--- src/sv/dcasd_pkg.sv ---
// ----------------------------------------------------------------------------
// dcasd_pkg
// types, constants and digit decoding for the averaging display block
// ----------------------------------------------------------------------------
`default_nettype none

package dcasd_pkg;

    localparam int SAMPLE_BITS  = 10;
    localparam int X8_W         = SAMPLE_BITS + 3;
    localparam int RECIP_W      = 13;
    localparam int RECIP_SHIFT  = 16;
    localparam int PROD_W       = X8_W + RECIP_W;
    localparam logic [RECIP_W-1:0] RECIP_15 = RECIP_W'(4369);
    localparam logic [X8_W-1:0]    DIVISOR_15 = X8_W'(15);

    localparam int SUM_W        = 23;
    localparam logic [SUM_W-1:0] SUM_MAX = '1;
    localparam int COUNT_W      = 13;
    localparam logic [COUNT_W-1:0] COUNT_MAX = '1;
    localparam int THRESH_W     = 12;
    localparam logic [THRESH_W-1:0] THRESH_RESET = THRESH_W'(400);
    localparam int REM_W        = COUNT_W + 1;
    localparam int DIV_CNT_W    = $clog2(SUM_W);
    localparam logic [DIV_CNT_W-1:0] DIV_LAST = DIV_CNT_W'(SUM_W - 1);

    localparam int SHOWN_W      = 10;
    localparam logic [SHOWN_W-1:0] SHOWN_MAX = '1;

    localparam int NUM_SLOTS    = 6;
    localparam int SLOT_W       = $clog2(NUM_SLOTS);
    localparam int HALF_SLOTS   = NUM_SLOTS / 2;
    localparam int SEG_W        = 8;

    localparam logic [1:0] PLACE_HUNDREDS = 2'd0;
    localparam logic [1:0] PLACE_TENS     = 2'd1;
    localparam logic [1:0] PLACE_ONES     = 2'd2;

    localparam logic [SEG_W-1:0] DP_MASK = 8'h80;
    localparam logic [SEG_W-1:0] GLYPH [10] = '{
        8'h3F, 8'h06, 8'h5B, 8'h4F, 8'h66, 8'h6D, 8'h7D, 8'h07, 8'h7F, 8'h6F
    };

    typedef enum logic [2:0] {
        ST_IDLE,
        ST_SCALE,
        ST_ACCUM,
        ST_CHECK,
        ST_DIVIDE,
        ST_FINISH
    } state_t;

    typedef struct packed {
        logic load_raw;
        logic show;
        logic scale;
        logic accum;
        logic div_load;
        logic div_step;
        logic div_finish;
    } cmd_t;

    typedef struct packed {
        logic out_blocked;
        logic avg_due;
        logic div_last;
    } status_t;

    function automatic logic [SEG_W-1:0] digit_pattern(
        input logic [SHOWN_W-1:0] value,
        input logic [1:0]         place
    );
        logic [SHOWN_W-1:0] v;
        logic [6:0]         rem;
        logic [3:0]         hund;
        logic [3:0]         tens;
        logic [3:0]         ones;
        logic [3:0]         d;
        logic [SEG_W-1:0]   dp;
        v = (value >= SHOWN_W'(1000)) ? value - SHOWN_W'(1000) : value;
        hund = 4'd0;
        for (int k = 1; k < 10; k++)
        begin
            if (v >= SHOWN_W'(k * 100))
            begin
                hund = 4'(k);
            end
        end
        rem = 7'(v - SHOWN_W'(int'(hund) * 100));
        tens = 4'd0;
        for (int k = 1; k < 10; k++)
        begin
            if (rem >= 7'(k * 10))
            begin
                tens = 4'(k);
            end
        end
        ones = 4'(rem - 7'(int'(tens) * 10));
        dp = 8'h00;
        unique case (place)
            PLACE_HUNDREDS: d = hund;
            PLACE_TENS:
            begin
                d  = tens;
                dp = DP_MASK;
            end
            default: d = ones;
        endcase
        return GLYPH[d] | dp;
    endfunction

endpackage

`default_nettype wire

--- src/sv/dual_channel_average_seg_display.sv ---
// ----------------------------------------------------------------------------
// dual_channel_average_seg_display
// two-channel averaging voltmeter driving a six-digit multiplexed display
// ----------------------------------------------------------------------------
// A scan tick (action = 1) yields one transaction on the output side: the
// segment byte and the active-low digit select for the next of six slots,
// held in an output register so that further input can be taken while it
// waits. A converter sample (action = 0) yields no output and occupies the
// block through its accept, reciprocal multiply, accumulate and threshold
// check steps. When the pair count passes the threshold the sample goes on:
// a 23-step restoring divider forms both channel averages side by side, one
// quotient bit per cycle, and a finish step then loads the shown values.
// Every input is held off while a sample is still in progress, and a tick
// is also held off while a previous result is still stalled at the output.
// ----------------------------------------------------------------------------
`default_nettype none

module dual_channel_average_seg_display
    import dcasd_pkg::*;
(
    input  wire logic                   clk,
    input  wire logic                   rst_n,
    input  wire logic                   in_valid,
    output logic                        in_stall,
    input  wire logic                   action,
    input  wire logic [SAMPLE_BITS-1:0] sample,
    input  wire logic                   cfg_write,
    input  wire logic [THRESH_W-1:0]    cfg_data,
    output logic                        out_valid,
    input  wire logic                   out_stall,
    output logic [SEG_W-1:0]            segments,
    output logic [NUM_SLOTS-1:0]        digit_enable_n
);

    cmd_t    cmd;
    status_t status;

    dcasd_ctrl u_ctrl (
        .clk      (clk),
        .rst_n    (rst_n),
        .in_valid (in_valid),
        .action   (action),
        .in_stall (in_stall),
        .status   (status),
        .cmd      (cmd)
    );

    dcasd_datapath u_datapath (
        .clk            (clk),
        .rst_n          (rst_n),
        .cmd            (cmd),
        .status         (status),
        .sample         (sample),
        .cfg_write      (cfg_write),
        .cfg_data       (cfg_data),
        .out_valid      (out_valid),
        .out_stall      (out_stall),
        .segments       (segments),
        .digit_enable_n (digit_enable_n)
    );

endmodule

`default_nettype wire

--- src/sv/dcasd_ctrl.sv ---
// ----------------------------------------------------------------------------
// dcasd_ctrl
// sequencer for sample accumulation, averaging division and scan ticks
// ----------------------------------------------------------------------------
`default_nettype none

module dcasd_ctrl
    import dcasd_pkg::*;
(
    input  wire logic    clk,
    input  wire logic    rst_n,
    input  wire logic    in_valid,
    input  wire logic    action,
    output logic         in_stall,
    input  wire status_t status,
    output cmd_t         cmd
);

    state_t state_reg;
    state_t state_next;
    logic   accept;

    assign in_stall = (state_reg != ST_IDLE) || (action && status.out_blocked);
    assign accept   = in_valid && !in_stall;

    always_ff @(posedge clk or negedge rst_n)
    begin
        if (!rst_n)
        begin
            state_reg <= ST_IDLE;
        end
        else
        begin
            state_reg <= state_next;
        end
    end

    always_comb
    begin
        state_next = state_reg;
        unique case (state_reg)
            ST_IDLE:
            begin
                if (accept && !action)
                begin
                    state_next = ST_SCALE;
                end
            end
            ST_SCALE:  state_next = ST_ACCUM;
            ST_ACCUM:  state_next = ST_CHECK;
            ST_CHECK:  state_next = status.avg_due ? ST_DIVIDE : ST_IDLE;
            ST_DIVIDE: state_next = status.div_last ? ST_FINISH : ST_DIVIDE;
            ST_FINISH: state_next = ST_IDLE;
            default:   state_next = ST_IDLE;
        endcase
    end

    always_comb
    begin
        cmd = '0;
        unique case (state_reg)
            ST_IDLE:
            begin
                cmd.load_raw = accept && !action;
                cmd.show     = accept && action;
            end
            ST_SCALE:  cmd.scale      = 1'b1;
            ST_ACCUM:  cmd.accum      = 1'b1;
            ST_CHECK:  cmd.div_load   = status.avg_due;
            ST_DIVIDE: cmd.div_step   = 1'b1;
            ST_FINISH: cmd.div_finish = 1'b1;
            default:   cmd = '0;
        endcase
    end

endmodule

`default_nettype wire

--- src/sv/dcasd_datapath.sv ---
// ----------------------------------------------------------------------------
// dcasd_datapath
// scaling, channel sums, two-lane restoring divider and digit output register
// ----------------------------------------------------------------------------
`default_nettype none

module dcasd_datapath
    import dcasd_pkg::*;
(
    input  wire logic                   clk,
    input  wire logic                   rst_n,
    input  wire cmd_t                   cmd,
    output status_t                     status,
    input  wire logic [SAMPLE_BITS-1:0] sample,
    input  wire logic                   cfg_write,
    input  wire logic [THRESH_W-1:0]    cfg_data,
    output logic                        out_valid,
    input  wire logic                   out_stall,
    output logic [SEG_W-1:0]            segments,
    output logic [NUM_SLOTS-1:0]        digit_enable_n
);

    logic [SAMPLE_BITS-1:0] raw_reg;
    logic [PROD_W-1:0]      prod_reg;
    logic [THRESH_W-1:0]    threshold_reg;
    logic                   channel_reg;
    logic [SUM_W-1:0]       sum_one_reg;
    logic [SUM_W-1:0]       sum_zero_reg;
    logic [COUNT_W-1:0]     count_reg;
    logic [SHOWN_W-1:0]     shown_first_reg;
    logic [SHOWN_W-1:0]     shown_second_reg;
    logic [SLOT_W-1:0]      slot_reg;
    logic                   out_valid_reg;
    logic [SEG_W-1:0]       segments_reg;
    logic [NUM_SLOTS-1:0]   digit_enable_n_reg;
    logic [SUM_W-1:0]       quo_one_reg;
    logic [SUM_W-1:0]       quo_zero_reg;
    logic [REM_W-1:0]       rem_one_reg;
    logic [REM_W-1:0]       rem_zero_reg;
    logic [DIV_CNT_W-1:0]   div_cnt_reg;

    logic [X8_W-1:0]        x8;
    logic [SAMPLE_BITS-1:0] q_est;
    logic [X8_W-1:0]        resid;
    logic [SAMPLE_BITS-1:0] scaled;
    logic [SUM_W:0]         sum_wide;
    logic [SUM_W-1:0]       sum_sat;
    logic [COUNT_W-1:0]     count_inc;

    logic [REM_W-1:0]       rem_one_shift;
    logic [REM_W-1:0]       rem_zero_shift;
    logic [REM_W-1:0]       divisor;
    logic                   ge_one;
    logic                   ge_zero;
    logic [SHOWN_W-1:0]     avg_one;
    logic [SHOWN_W-1:0]     avg_zero;

    logic [SLOT_W-1:0]      slot;
    logic [SHOWN_W-1:0]     value;
    logic [1:0]             place;
    logic [SLOT_W-1:0]      slot_next;

    // scaling by 8/15 with reciprocal estimate and one correction
    assign x8     = {raw_reg, 3'b000};
    assign q_est  = prod_reg[PROD_W-1 -: SAMPLE_BITS];
    assign resid  = x8 - (X8_W'({q_est, 4'b0000}) - X8_W'(q_est));
    assign scaled = q_est + SAMPLE_BITS'(resid >= DIVISOR_15);

    assign sum_wide  = {1'b0, (channel_reg ? sum_one_reg : sum_zero_reg)}
                     + (SUM_W + 1)'(scaled);
    assign sum_sat   = sum_wide[SUM_W] ? SUM_MAX : sum_wide[SUM_W-1:0];
    assign count_inc = (count_reg == COUNT_MAX) ? count_reg : count_reg + 1'b1;

    // divider lanes
    assign divisor        = REM_W'(count_reg);
    assign rem_one_shift  = {rem_one_reg[REM_W-2:0], quo_one_reg[SUM_W-1]};
    assign rem_zero_shift = {rem_zero_reg[REM_W-2:0], quo_zero_reg[SUM_W-1]};
    assign ge_one         = rem_one_shift >= divisor;
    assign ge_zero        = rem_zero_shift >= divisor;
    assign avg_one  = (|quo_one_reg[SUM_W-1:SHOWN_W])  ? SHOWN_MAX : quo_one_reg[SHOWN_W-1:0];
    assign avg_zero = (|quo_zero_reg[SUM_W-1:SHOWN_W]) ? SHOWN_MAX : quo_zero_reg[SHOWN_W-1:0];

    // scan slot decode
    assign slot      = (slot_reg < SLOT_W'(NUM_SLOTS)) ? slot_reg : '0;
    assign value     = (slot < SLOT_W'(HALF_SLOTS)) ? shown_first_reg : shown_second_reg;
    assign place     = (slot < SLOT_W'(HALF_SLOTS)) ? 2'(slot) : 2'(slot - SLOT_W'(HALF_SLOTS));
    assign slot_next = (slot == SLOT_W'(NUM_SLOTS - 1)) ? '0 : slot + 1'b1;

    assign status.out_blocked = out_valid_reg && out_stall;
    assign status.avg_due     = count_reg > COUNT_W'(threshold_reg);
    assign status.div_last    = div_cnt_reg == DIV_LAST;

    assign out_valid      = out_valid_reg;
    assign segments       = segments_reg;
    assign digit_enable_n = digit_enable_n_reg;

    always_ff @(posedge clk or negedge rst_n)
    begin
        if (!rst_n)
        begin
            threshold_reg    <= THRESH_RESET;
            channel_reg      <= 1'b1;
            sum_one_reg      <= '0;
            sum_zero_reg     <= '0;
            count_reg        <= '0;
            shown_first_reg  <= '0;
            shown_second_reg <= '0;
            slot_reg         <= '0;
            out_valid_reg    <= 1'b0;
            div_cnt_reg      <= '0;
        end
        else
        begin
            if (cfg_write)
            begin
                threshold_reg <= cfg_data;
            end
            if (cmd.accum)
            begin
                channel_reg <= !channel_reg;
                if (channel_reg)
                begin
                    sum_one_reg <= sum_sat;
                end
                else
                begin
                    sum_zero_reg <= sum_sat;
                    count_reg    <= count_inc;
                end
            end
            if (cmd.div_load)
            begin
                div_cnt_reg <= '0;
            end
            else if (cmd.div_step)
            begin
                div_cnt_reg <= div_cnt_reg + 1'b1;
            end
            if (cmd.div_finish)
            begin
                shown_first_reg  <= avg_one;
                shown_second_reg <= avg_zero;
                sum_one_reg      <= '0;
                sum_zero_reg     <= '0;
                count_reg        <= '0;
            end
            if (cmd.show)
            begin
                slot_reg      <= slot_next;
                out_valid_reg <= 1'b1;
            end
            else if (out_valid_reg && !out_stall)
            begin
                out_valid_reg <= 1'b0;
            end
        end
    end

    always_ff @(posedge clk)
    begin
        if (cmd.load_raw)
        begin
            raw_reg <= sample;
        end
        if (cmd.scale)
        begin
            prod_reg <= PROD_W'(x8) * PROD_W'(RECIP_15);
        end
        if (cmd.div_load)
        begin
            quo_one_reg  <= sum_one_reg;
            quo_zero_reg <= sum_zero_reg;
            rem_one_reg  <= '0;
            rem_zero_reg <= '0;
        end
        else if (cmd.div_step)
        begin
            quo_one_reg  <= {quo_one_reg[SUM_W-2:0], ge_one};
            quo_zero_reg <= {quo_zero_reg[SUM_W-2:0], ge_zero};
            rem_one_reg  <= ge_one ? rem_one_shift - divisor : rem_one_shift;
            rem_zero_reg <= ge_zero ? rem_zero_shift - divisor : rem_zero_shift;
        end
        if (cmd.show)
        begin
            segments_reg       <= digit_pattern(value, place);
            digit_enable_n_reg <= ~(NUM_SLOTS'(1) << slot);
        end
    end

endmodule

`default_nettype wire

--- config.mk ---
export PLATFORM = sky130hd
export DESIGN_NAME = dual_channel_average_seg_display
export DESIGN_NICKNAME = d
export VERILOG_FILES = /design/src/sv/dcasd_pkg.sv /design/src/sv/dual_channel_average_seg_display.sv /design/src/sv/dcasd_ctrl.sv /design/src/sv/dcasd_datapath.sv
export SDC_FILE = /design/constraint.sdc
export NUM_CORES = 1
export LEC_CHECK = 0
export ABC_AREA = 1
export BUFFER_PORTS_ARGS = -buffer_cell sky130_fd_sc_hd__buf_2
export CORE_ASPECT_RATIO = 0.6
export CORE_UTILIZATION = 60
export CTS_CLUSTER_SIZE = 25
export DETAILED_ROUTE_END_ITERATION = 6
export PLACE_DENSITY_LB_ADDON = 0.08
export SLEW_MARGIN = 10
export SYNTH_ARGS = -nofsm -noshare
export SYNTH_HDL_FRONTEND = slang
export SYNTH_SLANG_ARGS = --single-unit
export TNS_END_PERCENT = 20
--- constraint.sdc ---
create_clock -name clk -period 16.1 [get_ports clk]
set_input_delay 1.61 -clock clk [delete_from_list [all_inputs] [get_ports clk]]
set_output_delay 1.61 -clock clk [all_outputs]
set_load 0.02 [all_outputs]
==> out/qor.csv, run 1 <==
stage;metric;value;unit
run_status;status;completed;
clock_network;Post-CTS Resized;0;
sta;RSZ-0062 raised after global routing;false;
worst_setup_path;CP peak stage delay;0.74;ns
place;gpl congestion;0.880;
global_routing;vias in the first global route;10800;
worst_setup_path;reg2reg end;u_datapath.sum_zero_reg[6];
clock_network;clk sinks;210;
sta;Setup violations, final;0;
worst_hold_path;Hold Path End;u_datapath.sum_zero_reg[9];
routing;Antenna Nets Post-Route;0;
clock_network;clock transition at the registers of the reported paths;0.06;ns
worst_setup_path;RR Startpoint;u_datapath.prod_reg[19];
sta;hold slack;0.488;ns
place;HPWL reported at the end of detailed placement;23.9;mm
yosys;sequential area share after synthesis;40.0;%
yosys;EDFF count, synth;80;
sta;Worst-Margin Slew;1.13;ns
clock_network;CTS Buf Count;23;
sta;final setup margin;8.63;ns
worst_setup_path;Arr. time, crit path;7.90;ns
sta;Period minus WS final;7.47;ns
routing;vias per cell;5.50;
worst_setup_path;crit path from;u_datapath.prod_reg[19];
routing;wire per inst;15.7;um
layout;share of cells above drive strength 1;9.02;%
routing;Initial DRC Count;1234;
sta;Worst slew margin;24.5;%
place;Place WS;8.83;ns
sta;worst clock skew;0.0206;ns
sta;setup TNS;0;ns
worst_hold_path;WHS Path Cells;2;
power;Lkg Pwr;0.00749;uW
power;Power Dens Cells;194;nW/um^2
global_routing;GRT Total Usage;29.0;%
floorplanning;Die X;198;um
yosys;Post-synth ARST share;49.5;%
yosys;syn nets;1870;
clock_network;clock root buffer master;clkbuf_16;
floorplanning;IO Pins;44;
layout;# fillers;1828;
power;total power;2920;uW
clock_network;clk buf depth;3;
run;Max Cap Viol;0;
worst_setup_path;Startpoint Class;flop;
global_routing;remaining global-route overflow;0;
floorplanning;die area;23700;um^2
yosys;Ys Warns;0;
layout;fin nets;1902;
layout;most frequent cells in the layout;335 x nand2_1, 252 x inv_1, 223 x o21ai_0;
yosys;Seq cells post-synth;210;
clock_network;Clk Latency, worst-skew pair;0.53;ns
clock_network;CTS tree;built;
place;placed cells;2028;
worst_setup_path;Crit Path Class;flop to flop;
sta;Peak Freq;134;MHz
global_routing;global-route wire length before repair;54.6;mm
worst_hold_path;Hold Crit Class;flop to flop;
yosys;Synth Flop Type;dfrtp_1;
sta;Period Utilization, post-route;46.4;%
worst_setup_path;critical path peak fanout;12;
routing;DRC;0;
worst_setup_path;R2R setup slack;8.63;ns
clock_network;cts hold-fix bufs;0;
routing;detailed-route via count;11400;
worst_setup_path;Reg2Reg Depth;32;
floorplanning;core area;22300;um^2
worst_setup_path;most used cell, CP;o21ai_0;
layout;Non-Filler Instances;2071;
routing;Pre-antenna DRT Iters;7;
global_routing;pin count of the biggest net entering global routing;96;
clock_network;number of H-tree levels;1;
sta;Fin. Hold Viols;0;
yosys;Cells after Synth;1713;
worst_hold_path;Hold Crit Start;u_datapath.sum_zero_reg[9];
floorplanning;Row Count;42;
worst_setup_path;CP max-delay cell;nor2_1;
place;PortBufs;43;
routing;Post-Route WL;32.4;mm
clock_network;Setup Buffers After CTS;0;
worst_setup_path;Setup crit end kind;flop;
sta;Final Max Tran Viols;0;
worst_setup_path;WP data required;16.53;ns
power;VDD IR max;0.133;mV
floorplanning;Starting Density;61.9;%
yosys;distinct cell type count after synthesis;56;
floorplanning;Die Span Y;120;um
yosys;Mean Syn Cell Area;8.07;um^2
yosys;Synth Cell Area;13800;um^2
layout;area grow syn2layout;9.26;%
layout;most common cell after layout, fill and taps aside;nand2_1;
global_routing;initial antenna violation count;1;
synthesized netlist by cell type (2+ instances only):
library cell | number | share of area (%)
a211o_1 | 2 | 0.13
a211oi_1 | 4 | 0.22
a21o_1 | 3 | 0.16
a21oi_1 | 88 | 3.2
a221oi_1 | 3 | 0.19
a31oi_1 | 5 | 0.23
and2_1 | 2 | 0.091
buf_1 | 3 | 0.081
buf_6 | 2 | 0.16
clkbuf_1 | 43 | 1.2
dfrtp_1 | 100 | 18
dfstp_2 | 4 | 0.76
dfxtp_1 | 26 | 3.8
edfxtp_1 | 80 | 17
fa_1 | 15 | 2.2
ha_1 | 114 | 10
inv_1 | 252 | 6.8
inv_2 | 8 | 0.22
nand2_1 | 337 | 9.2
nand2_2 | 23 | 1.0
nand2_4 | 9 | 0.73
nand3_1 | 77 | 2.8
nand3_2 | 5 | 0.36
nand3b_1 | 4 | 0.22
nand4_1 | 17 | 0.77
nor2_1 | 106 | 2.9
nor2_2 | 7 | 0.32
nor3_1 | 26 | 0.94
nor4_1 | 6 | 0.27
o211ai_1 | 8 | 0.43
o21a_1 | 2 | 0.11
o21ai_0 | 223 | 8.1
o21ai_1 | 2 | 0.072
o21bai_1 | 11 | 0.60
o221ai_1 | 2 | 0.13
o22ai_1 | 2 | 0.091
o31ai_1 | 2 | 0.11
or2_1 | 2 | 0.091
or2_2 | 5 | 0.23
or4_1 | 2 | 0.11
xnor2_1 | 22 | 1.4
xor2_1 | 45 | 2.9
logic make-up (layout without fill, tap and decap cells):
family,Yosys count,in the layout,share of synthesized area (%)
buf+inv,309,358,8.50
flops,210,210,40.0
xor+xnor,68,68,4.36
compound gates,366,366,14.4
fa+ha+maj,129,129,12.5
simple gates,630,630,20.2
mux,1,1,0.0815
other cells,0,1,0
cell type report:
type                    instances  area (um^2)  share of cell area (%)
multi-input cells            1194         7130                    47.2
flip-flops and latches        210         5530                    36.6
inverters                     261          980                    6.49
clock buffers                  31          606                    4.01
well taps                     308          385                    2.55
repair buffers                 55          308                    2.04
clock inverters                11          159                    1.05
diodes                          1         2.50                  0.0166
where the power goes:
group	internal (uW)	switching, uW	leakage, uW
sequential	703	81.8	0.00227
combinational	571	1020	0.00485
clock	328	216	0.000369
layer usage:
metal,global-route usage (%),wire length [um],up-vias
li1,-,-,5719
met1,46.7,16300,5206
met3,5.42,2870,38
met5,0,0,-
met2,40.4,12800,434
met4,4.60,443,0
through the flow:
stage | util, % | instance area (um^2)
4_1_cts | 67.6 | 15100
6_report | 67.6 | 15100
3_5_place_dp | 64.2 | 14300
5_1_grt | 67.6 | 15100
2_1_floorplan | - | 13800
3_3_place_gp | 64.2 | 14300
critical path: cells and delay by family, from the launching register on:
| kind | cells | cell delay, ns |
|---|---|---|
| buf+inv | 2 | 0.11 |
| xor+xnor | 2 | 0.32 |
| fa+ha+maj | 5 | 1.74 |
| simple gates | 11 | 2.05 |
| compound gates | 12 | 2.70 |
| flops | 1 | 0.47 |
worst max path at each step:
stage | endpoint | slack, ns
floorplan | u_datapath.sum_one_reg[17] | 10.16
global placement | u_datapath.sum_one_reg[18] | 9.03
detailed placement | u_datapath.sum_zero_reg[6] | 8.83
CTS | u_datapath.sum_zero_reg[6] | 8.78
global route | u_datapath.sum_one_reg[5] | 7.92
finish | u_datapath.sum_zero_reg[6] | 8.63
No activity file was read; power rests on OpenSTA's default activity.
==> run 2: changes to the inputs <==
CORE_UTILIZATION = 57   (was 60)
clock period = 6.7 ns   (was 16.1 ns; I/O delays follow)
==> run 2 against run 1 <==
Utilization fell by 1.6 points; clock skew fell by 0.013 ns; worst setup slack got worse by 8.4 ns; flip-flop and latch count did not move; largest power group unchanged; combinational power rose to 2.7 times the previous value; clock power rose by 120%.
==> out/qor.csv, run 2 (synthesis results as in run 1) <==
stage;metric;value;unit;change
global_routing;global-route wire length before repair;54.5;mm;-0.18%
clock_network;CTS Buf Count;21;;-8.7%
global_routing;pin count of the biggest net entering global routing;68;;-29%
place;HPWL reported at the end of detailed placement;24.9;mm;+4.5%
routing;DRC;0;;unchanged
floorplanning;Die Span Y;123;um;+2.6%
worst_setup_path;Critical path buffers and inverters;5;;+3
floorplanning;die area;24900;um^2;+5.2%
clock_network;CTS tree;built;;
clock_network;cts hold-fix bufs;0;;unchanged
routing;wire per inst;16.2;um;+3.4%
floorplanning;Starting Density;58.9;%;-3.0 points
layout;n_diodes;0;;-1
run;Max Cap Viol;0;;unchanged
power;Lkg Pwr;0.00765;uW;+2.1%
run_status;status;completed;;
routing;Initial DRC Count;902;;-27%
floorplanning;Die X;203;um;+2.6%
layout;Post-Layout Inst Area;15500;um^2;+2.5%
worst_setup_path;Crit Path Class;flop to flop;;
layout;share of cells above drive strength 1;12.8;%;+3.8 points
place;Placed Area;14500;um^2;+1.3%
place;gpl congestion;0.911;;+3.5%
layout;Non-Filler Instances;2105;;+1.6%
worst_setup_path;Arr. time, crit path;6.85;ns;-1.05 ns
power;VDD IR max;0.416;mV;+210%
worst_setup_path;CP peak stage delay;0.54;ns;-0.20 ns
clock_network;clk buf depth;3;;unchanged
worst_hold_path;Hold Crit Class;primary input to asynchronous set/reset pin;;
clock_network;clock transition at the registers of the reported paths;0.06;ns;about the same
worst_setup_path;Startpoint Class;flop;;
worst_setup_path;Crit path max-delay family;compound AO/OA/AOI/OAI gates;;
sta;Final Max Tran Viols;0;;unchanged
clock_network;Clk Latency, worst-skew pair;0.52;ns;about the same
sta;Worst-Margin Slew;1.07;ns;-0.0565 ns
worst_setup_path;critical path peak fanout;4;;-8
global_routing;vias in the first global route;10600;;-1.7%
worst_setup_path;Setup crit end kind;flop;;
place;placed cells;2058;;+1.5%
routing;detailed-route via count;11600;;+1.8%
sta;Period minus WS final;6.43;ns;-1.04 ns
clock_network;clk sinks;210;;unchanged
clock_network;clock root buffer master;clkbuf_16;;
power;Power Dens Cells;472;nW/um^2;+140%
routing;Antenna Nets Post-Route;0;;unchanged
floorplanning;Row Count;43;;+2.4%
layout;fin nets;1932;;+1.6%
global_routing;remaining global-route overflow;0;;unchanged
worst_setup_path;WP data required;7.12;ns;-9.41 ns
layout;most frequent cells in the layout;328 x nand2_1, 248 x inv_1, 210 x o21ai_0;;
sta;Setup violations, final;0;;unchanged
sta;Period Utilization, post-route;96.0;%;+50 points
floorplanning;IO Pins;44;;unchanged
sta;worst clock skew;0.00772;ns;-0.0129 ns
floorplanning;core area;23500;um^2;+5.0%
layout;most common cell after layout, fill and taps aside;nand2_1;;
sta;Peak Freq;155;MHz;+16%
worst_setup_path;CP max-delay cell;fa_1;;
global_routing;GRT Total Usage;27.7;%;-1.3 points
place;PortBufs;43;;unchanged
global_routing;initial antenna violation count;1;;unchanged
routing;Post-Route WL;34.1;mm;+5.1%
clock_network;number of H-tree levels;1;;unchanged
sta;Worst slew margin;28.4;%;+3.9 points
layout;area grow syn2layout;12.0;%;
sta;hold slack;0.111;ns;-0.377 ns
routing;vias per cell;5.51;;+0.11%
sta;Fin. Hold Viols;0;;unchanged
routing;Pre-antenna DRT Iters;7;;unchanged
## run 2: cell count changes in the layout (fill, tap and decap cells not counted), sizes merged
cell / change
bufinv: -1
diode: -1
clkinv: +2
clkinvlp: -1
clkbuf: -4
buf: +32
## run 2: power by group
group	switching [uW]	internal [uW]
Combinational	2650	1570
Clock	506	696
Sequential	188	1690
Total	3340	3950
## run 2: stage by stage
stage	util, %	TNS, ns	total power [uW]	setup slack, ns
final	66.0	0	7300	0.268
after global routing	66.0	-1.85	7910	-0.0820
after CTS	64.8	0	7010	0.0398
after detailed placement	61.9	0	5770	0.0572
after global placement	61.9	0	5680	0.255
after floorplan	-	0	4800	0.759
## run 2: routing by layer
metal / global-route usage (%) / up-vias / share of wire, %
li1: - / 5783 / -
met1: 44.6 / 5348 / 52
met2: 38.2 / 427 / 39
met3: 5.34 / 39 / 8.2
met4: 5.08 / 0 / 1.5
met5: 0 / - / 0
## run 2: final cells by class
cell class	instances	area, um^2
clock inverters	11	131
flip-flops and latches	210	5530
clock buffers	27	548
well taps	315	394
repair buffers	87	556
inverters	261	982
fillers	1995	7980
multi-input cells	1194	7330
## run 2: timing repair
| item | 4_1_cts | 5_1_grt |
|---|---|---|
| pin swaps | 0 | 18 |
| gates resized for setup | 1 | 63 |
| setup buffers | 0 | 9 |
| endpoints found under the setup margin | 16 | 53 |
## run 2: path summary, 6_finish.rpt
path                                            startpoint                     endpoint  slack, ns  cells past startpoint
worst max register to register     u_datapath.prod_reg[16]   u_datapath.sum_one_reg[20]       0.27                     34
worst min-delay path                                 rst_n  u_datapath.threshold_reg[2]       0.11                      1
worst min register to register  u_datapath.sum_zero_reg[7]   u_datapath.sum_zero_reg[7]       0.49                      2
min in group clk                                 sample[2]        u_datapath.raw_reg[2]       0.33                      1
worst max-delay path               u_datapath.prod_reg[16]   u_datapath.sum_one_reg[20]       0.27                     34
max in group asynchronous                            rst_n    u_datapath.sum_one_reg[3]       5.24                      2
==> run 3: changes to the inputs <==
SYNTH_HIERARCHICAL = 1   (was default)
==> run 3 against run 2 <==
Worst setup slack better by 0.24 ns; global-route usage is 0.96 points lower; largest power group unchanged; largest cell class unchanged; synthesized cell count is 1.1% lower; critical path type unchanged; final cell count is 1.9% lower; non-clock buffer count is 23 lower; sequential share of layout area is 0.95 points higher.
==> out/qor.csv, run 3 <==
stage;metric;value;unit;change
sta;Setup violations, final;0;;unchanged
yosys;most numerous cell in the Yosys netlist;nand2_1;;
sta;worst clock skew;0.00930;ns;+0.00158 ns
run;Max Cap Viol;0;;unchanged
floorplanning;die area;24600;um^2;-1.1%
global_routing;remaining global-route overflow;0;;unchanged
yosys;post-synth top area cell;dfrtp_1;;
floorplanning;Starting Density;58.7;%;-0.23 points
power;Lkg Pwr;0.00740;uW;-3.3%
routing;DRC;0;;unchanged
sta;Worst-Margin Slew;1.18;ns;+0.112 ns
power;VDD IR max;0.337;mV;-19%
floorplanning;Row Count;43;;unchanged
routing;Pre-antenna DRT Iters;5;;-2
clock_network;number of H-tree levels;1;;unchanged
yosys;Synth top area share;18.3;%;+0.20 points
worst_setup_path;Reg2Reg Depth;51;;+50%
global_routing;global-route wire length before repair;52.4;mm;-3.9%
yosys;top cells by count, synth;335 x nand2_1, 268 x inv_1, 201 x o21ai_0;;
place;HPWL reported at the end of detailed placement;23.9;mm;-4.3%
yosys;Seq cells post-synth;210;;unchanged
worst_setup_path;WP data required;6.97;ns;-0.15 ns
sta;Fin. Hold Viols;0;;unchanged
floorplanning;Die Span Y;122;um;-0.53%
yosys;Synth Flop Type;dfrtp_1;;
global_routing;initial antenna violation count;0;;-1
place;PortBufs;43;;unchanged
global_routing;GRT Total Usage;26.8;%;-0.96 points
worst_setup_path;most used cell, CP;nand2_1;;
sta;final setup margin;0.510;ns;+0.242 ns
layout;area grow syn2layout;10.3;%;
routing;wire per inst;15.8;um;-2.4%
global_routing;pin count of the biggest net entering global routing;85;;+25%
clock_network;CTS Buf Count;21;;unchanged
yosys;Cells after Synth;1694;;-1.1%
routing;Initial DRC Count;997;;+11%
floorplanning;Die X;202;um;-0.54%
clock_network;CTS tree;built;;
yosys;Post-synth ARST share;49.5;%;unchanged
power;Power Dens Cells;496;nW/um^2;+5.2%
worst_setup_path;Worst path depth;51;;+50%
clock_network;clk sinks;210;;unchanged
routing;vias per cell;5.52;;+0.25%
worst_setup_path;critical path peak fanout;10;;+6
worst_hold_path;Hold Crit Class;primary input to asynchronous set/reset pin;;
place;placed cells;2017;;-2.0%
layout;n_diodes;0;;unchanged
global_routing;vias in the first global route;10100;;-4.4%
sta;Final Max Tran Viols;0;;unchanged
yosys;sequential area share after synthesis;40.5;%;+0.44 points
routing;detailed-route via count;11400;;-1.7%
yosys;Area contributors post-synth;dfrtp_1 18%, edfxtp_1 18%, ha_1 10%;;
worst_setup_path;Critical path buffers and inverters;7;;+2
yosys;Ys Warns;6;;+6
sta;Period minus WS final;6.19;ns;-0.242 ns
clock_network;Clk Latency, worst-skew pair;0.51;ns;about the same
layout;most common cell after layout, fill and taps aside;nand2_1;;
worst_setup_path;CP max-delay cell;dfrtp_2;;
worst_setup_path;CP peak stage delay;0.44;ns;-0.10 ns
sta;Worst slew margin;20.9;%;-7.5 points
floorplanning;core area;23300;um^2;-0.69%
yosys;syn nets;1848;;-1.2%
worst_setup_path;Setup crit end kind;flop;;
clock_network;clk buf depth;3;;unchanged
run_status;status;completed;;
layout;Non-Filler Instances;2064;;-1.9%
sta;hold slack;0.0572;ns;-0.0542 ns
clock_network;clock root buffer master;clkbuf_16;;
yosys;EDFF count, synth;80;;unchanged
place;Place WS;0.190;ns;+0.133 ns
layout;most frequent cells in the layout;331 x nand2_1, 266 x inv_1, 194 x o21ai_0;;
worst_setup_path;Arr. time, crit path;6.46;ns;-0.39 ns
clock_network;clock transition at the registers of the reported paths;0.06;ns;about the same
layout;fin nets;1888;;-2.3%
yosys;Synth Cell Area;13700;um^2;-1.1%
place;gpl congestion;0.914;;+0.34%
worst_setup_path;Crit Path Class;flop to flop;;
worst_setup_path;Crit path max-delay family;simple AND/OR/NAND/NOR gates;;
yosys;distinct cell type count after synthesis;55;;-1.8%
layout;# fillers;1935;;-3.0%
yosys;Mean Syn Cell Area;8.07;um^2;about the same
floorplanning;IO Pins;44;;unchanged
sta;RSZ-0062 raised after global routing;true;;
sta;Peak Freq;162;MHz;+3.9%
worst_setup_path;Startpoint Class;flop;;
sta;Period Utilization, post-route;92.4;%;-3.6 points
clock_network;cts hold-fix bufs;0;;unchanged
layout;share of cells above drive strength 1;10.9;%;-1.9 points
routing;Post-Route WL;32.6;mm;-4.3%
power;total power;7480;uW;+2.6%
routing;Antenna Nets Post-Route;0;;unchanged
==> run 3: metal layers <==
layer	up-vias	GRT usage (%)	routed length, um
met5	-	0	0
met2	373	37.1	12800
met1	5335	44.2	17200
met3	27	4.09	2350
met4	0	3.36	302
li1	5664	-	-
==> run 3: path summary, 6_finish.rpt <==
check,startpoint,endpoint,slack (ns)
worst max-delay path,u_datapath/slot_reg[1],u_datapath/segments[4],0.51
worst min-delay path,rst_n,u_datapath/out_valid,0.06
min in group clk,sample[6],u_datapath/raw_reg[6],0.33
worst max register to register,u_datapath/slot_reg[1],u_datapath/segments[4],0.51
max in group asynchronous,rst_n,u_datapath/shown_first_reg[9],5.24
worst min register to register,u_datapath/rem_zero_reg[8],u_datapath/rem_zero_reg[8],0.48
==> run 3: cells by family (layout without fill, tap and decap cells) <==
family / count (synthesis) / in the layout / share of synthesized area (%)
buffers and inverters: 330 / 385 / 9.14
flip-flops: 210 / 210 / 40.5
multiplexers: 4 / 4 / 0.302
AO/OA/AOI/OAI: 389 / 389 / 15.4
AND/OR/NAND/NOR: 572 / 572 / 18.3
XOR/XNOR: 63 / 63 / 4.04
adder cells (fa/ha/maj): 126 / 126 / 12.4
==> run 3: metrics by stage <==
stage	util [%]	setup TNS (ns)	cell area (um^2)
final	64.7	0	15100
after global routing	64.7	-2.12	15100
after CTS	63.9	0	14900
after detailed placement	61.0	0	14200
after global placement	61.0	0	14200
after floorplan	-	0	13700
==> run 3: layout make-up <==
class | count | area [um^2] | share of cell area, %
clock buffers | 32 | 628 | 4.16
clock inverters | 6 | 58.8 | 0.390
inverters | 283 | 1070 | 7.08
multi-input cells | 1154 | 7020 | 46.6
flip-flops and latches | 210 | 5530 | 36.7
well taps | 315 | 394 | 2.61
repair buffers | 64 | 375 | 2.49
==> run 3: what timing repair did <==
item / in CTS / in global routing
buffers inserted: 0 / 9
endpoints found under the setup margin: 0 / 53
gates resized for setup: 0 / 41
==> run 3: where the power goes <==
group / leakage (uW) / internal (uW) / total, uW / switching (uW)
combinational: 0.00478 / 1620 / 4390 / 2780
sequential: 0.00228 / 1660 / 1890 / 231
clock: 0.000341 / 687 / 1200 / 508
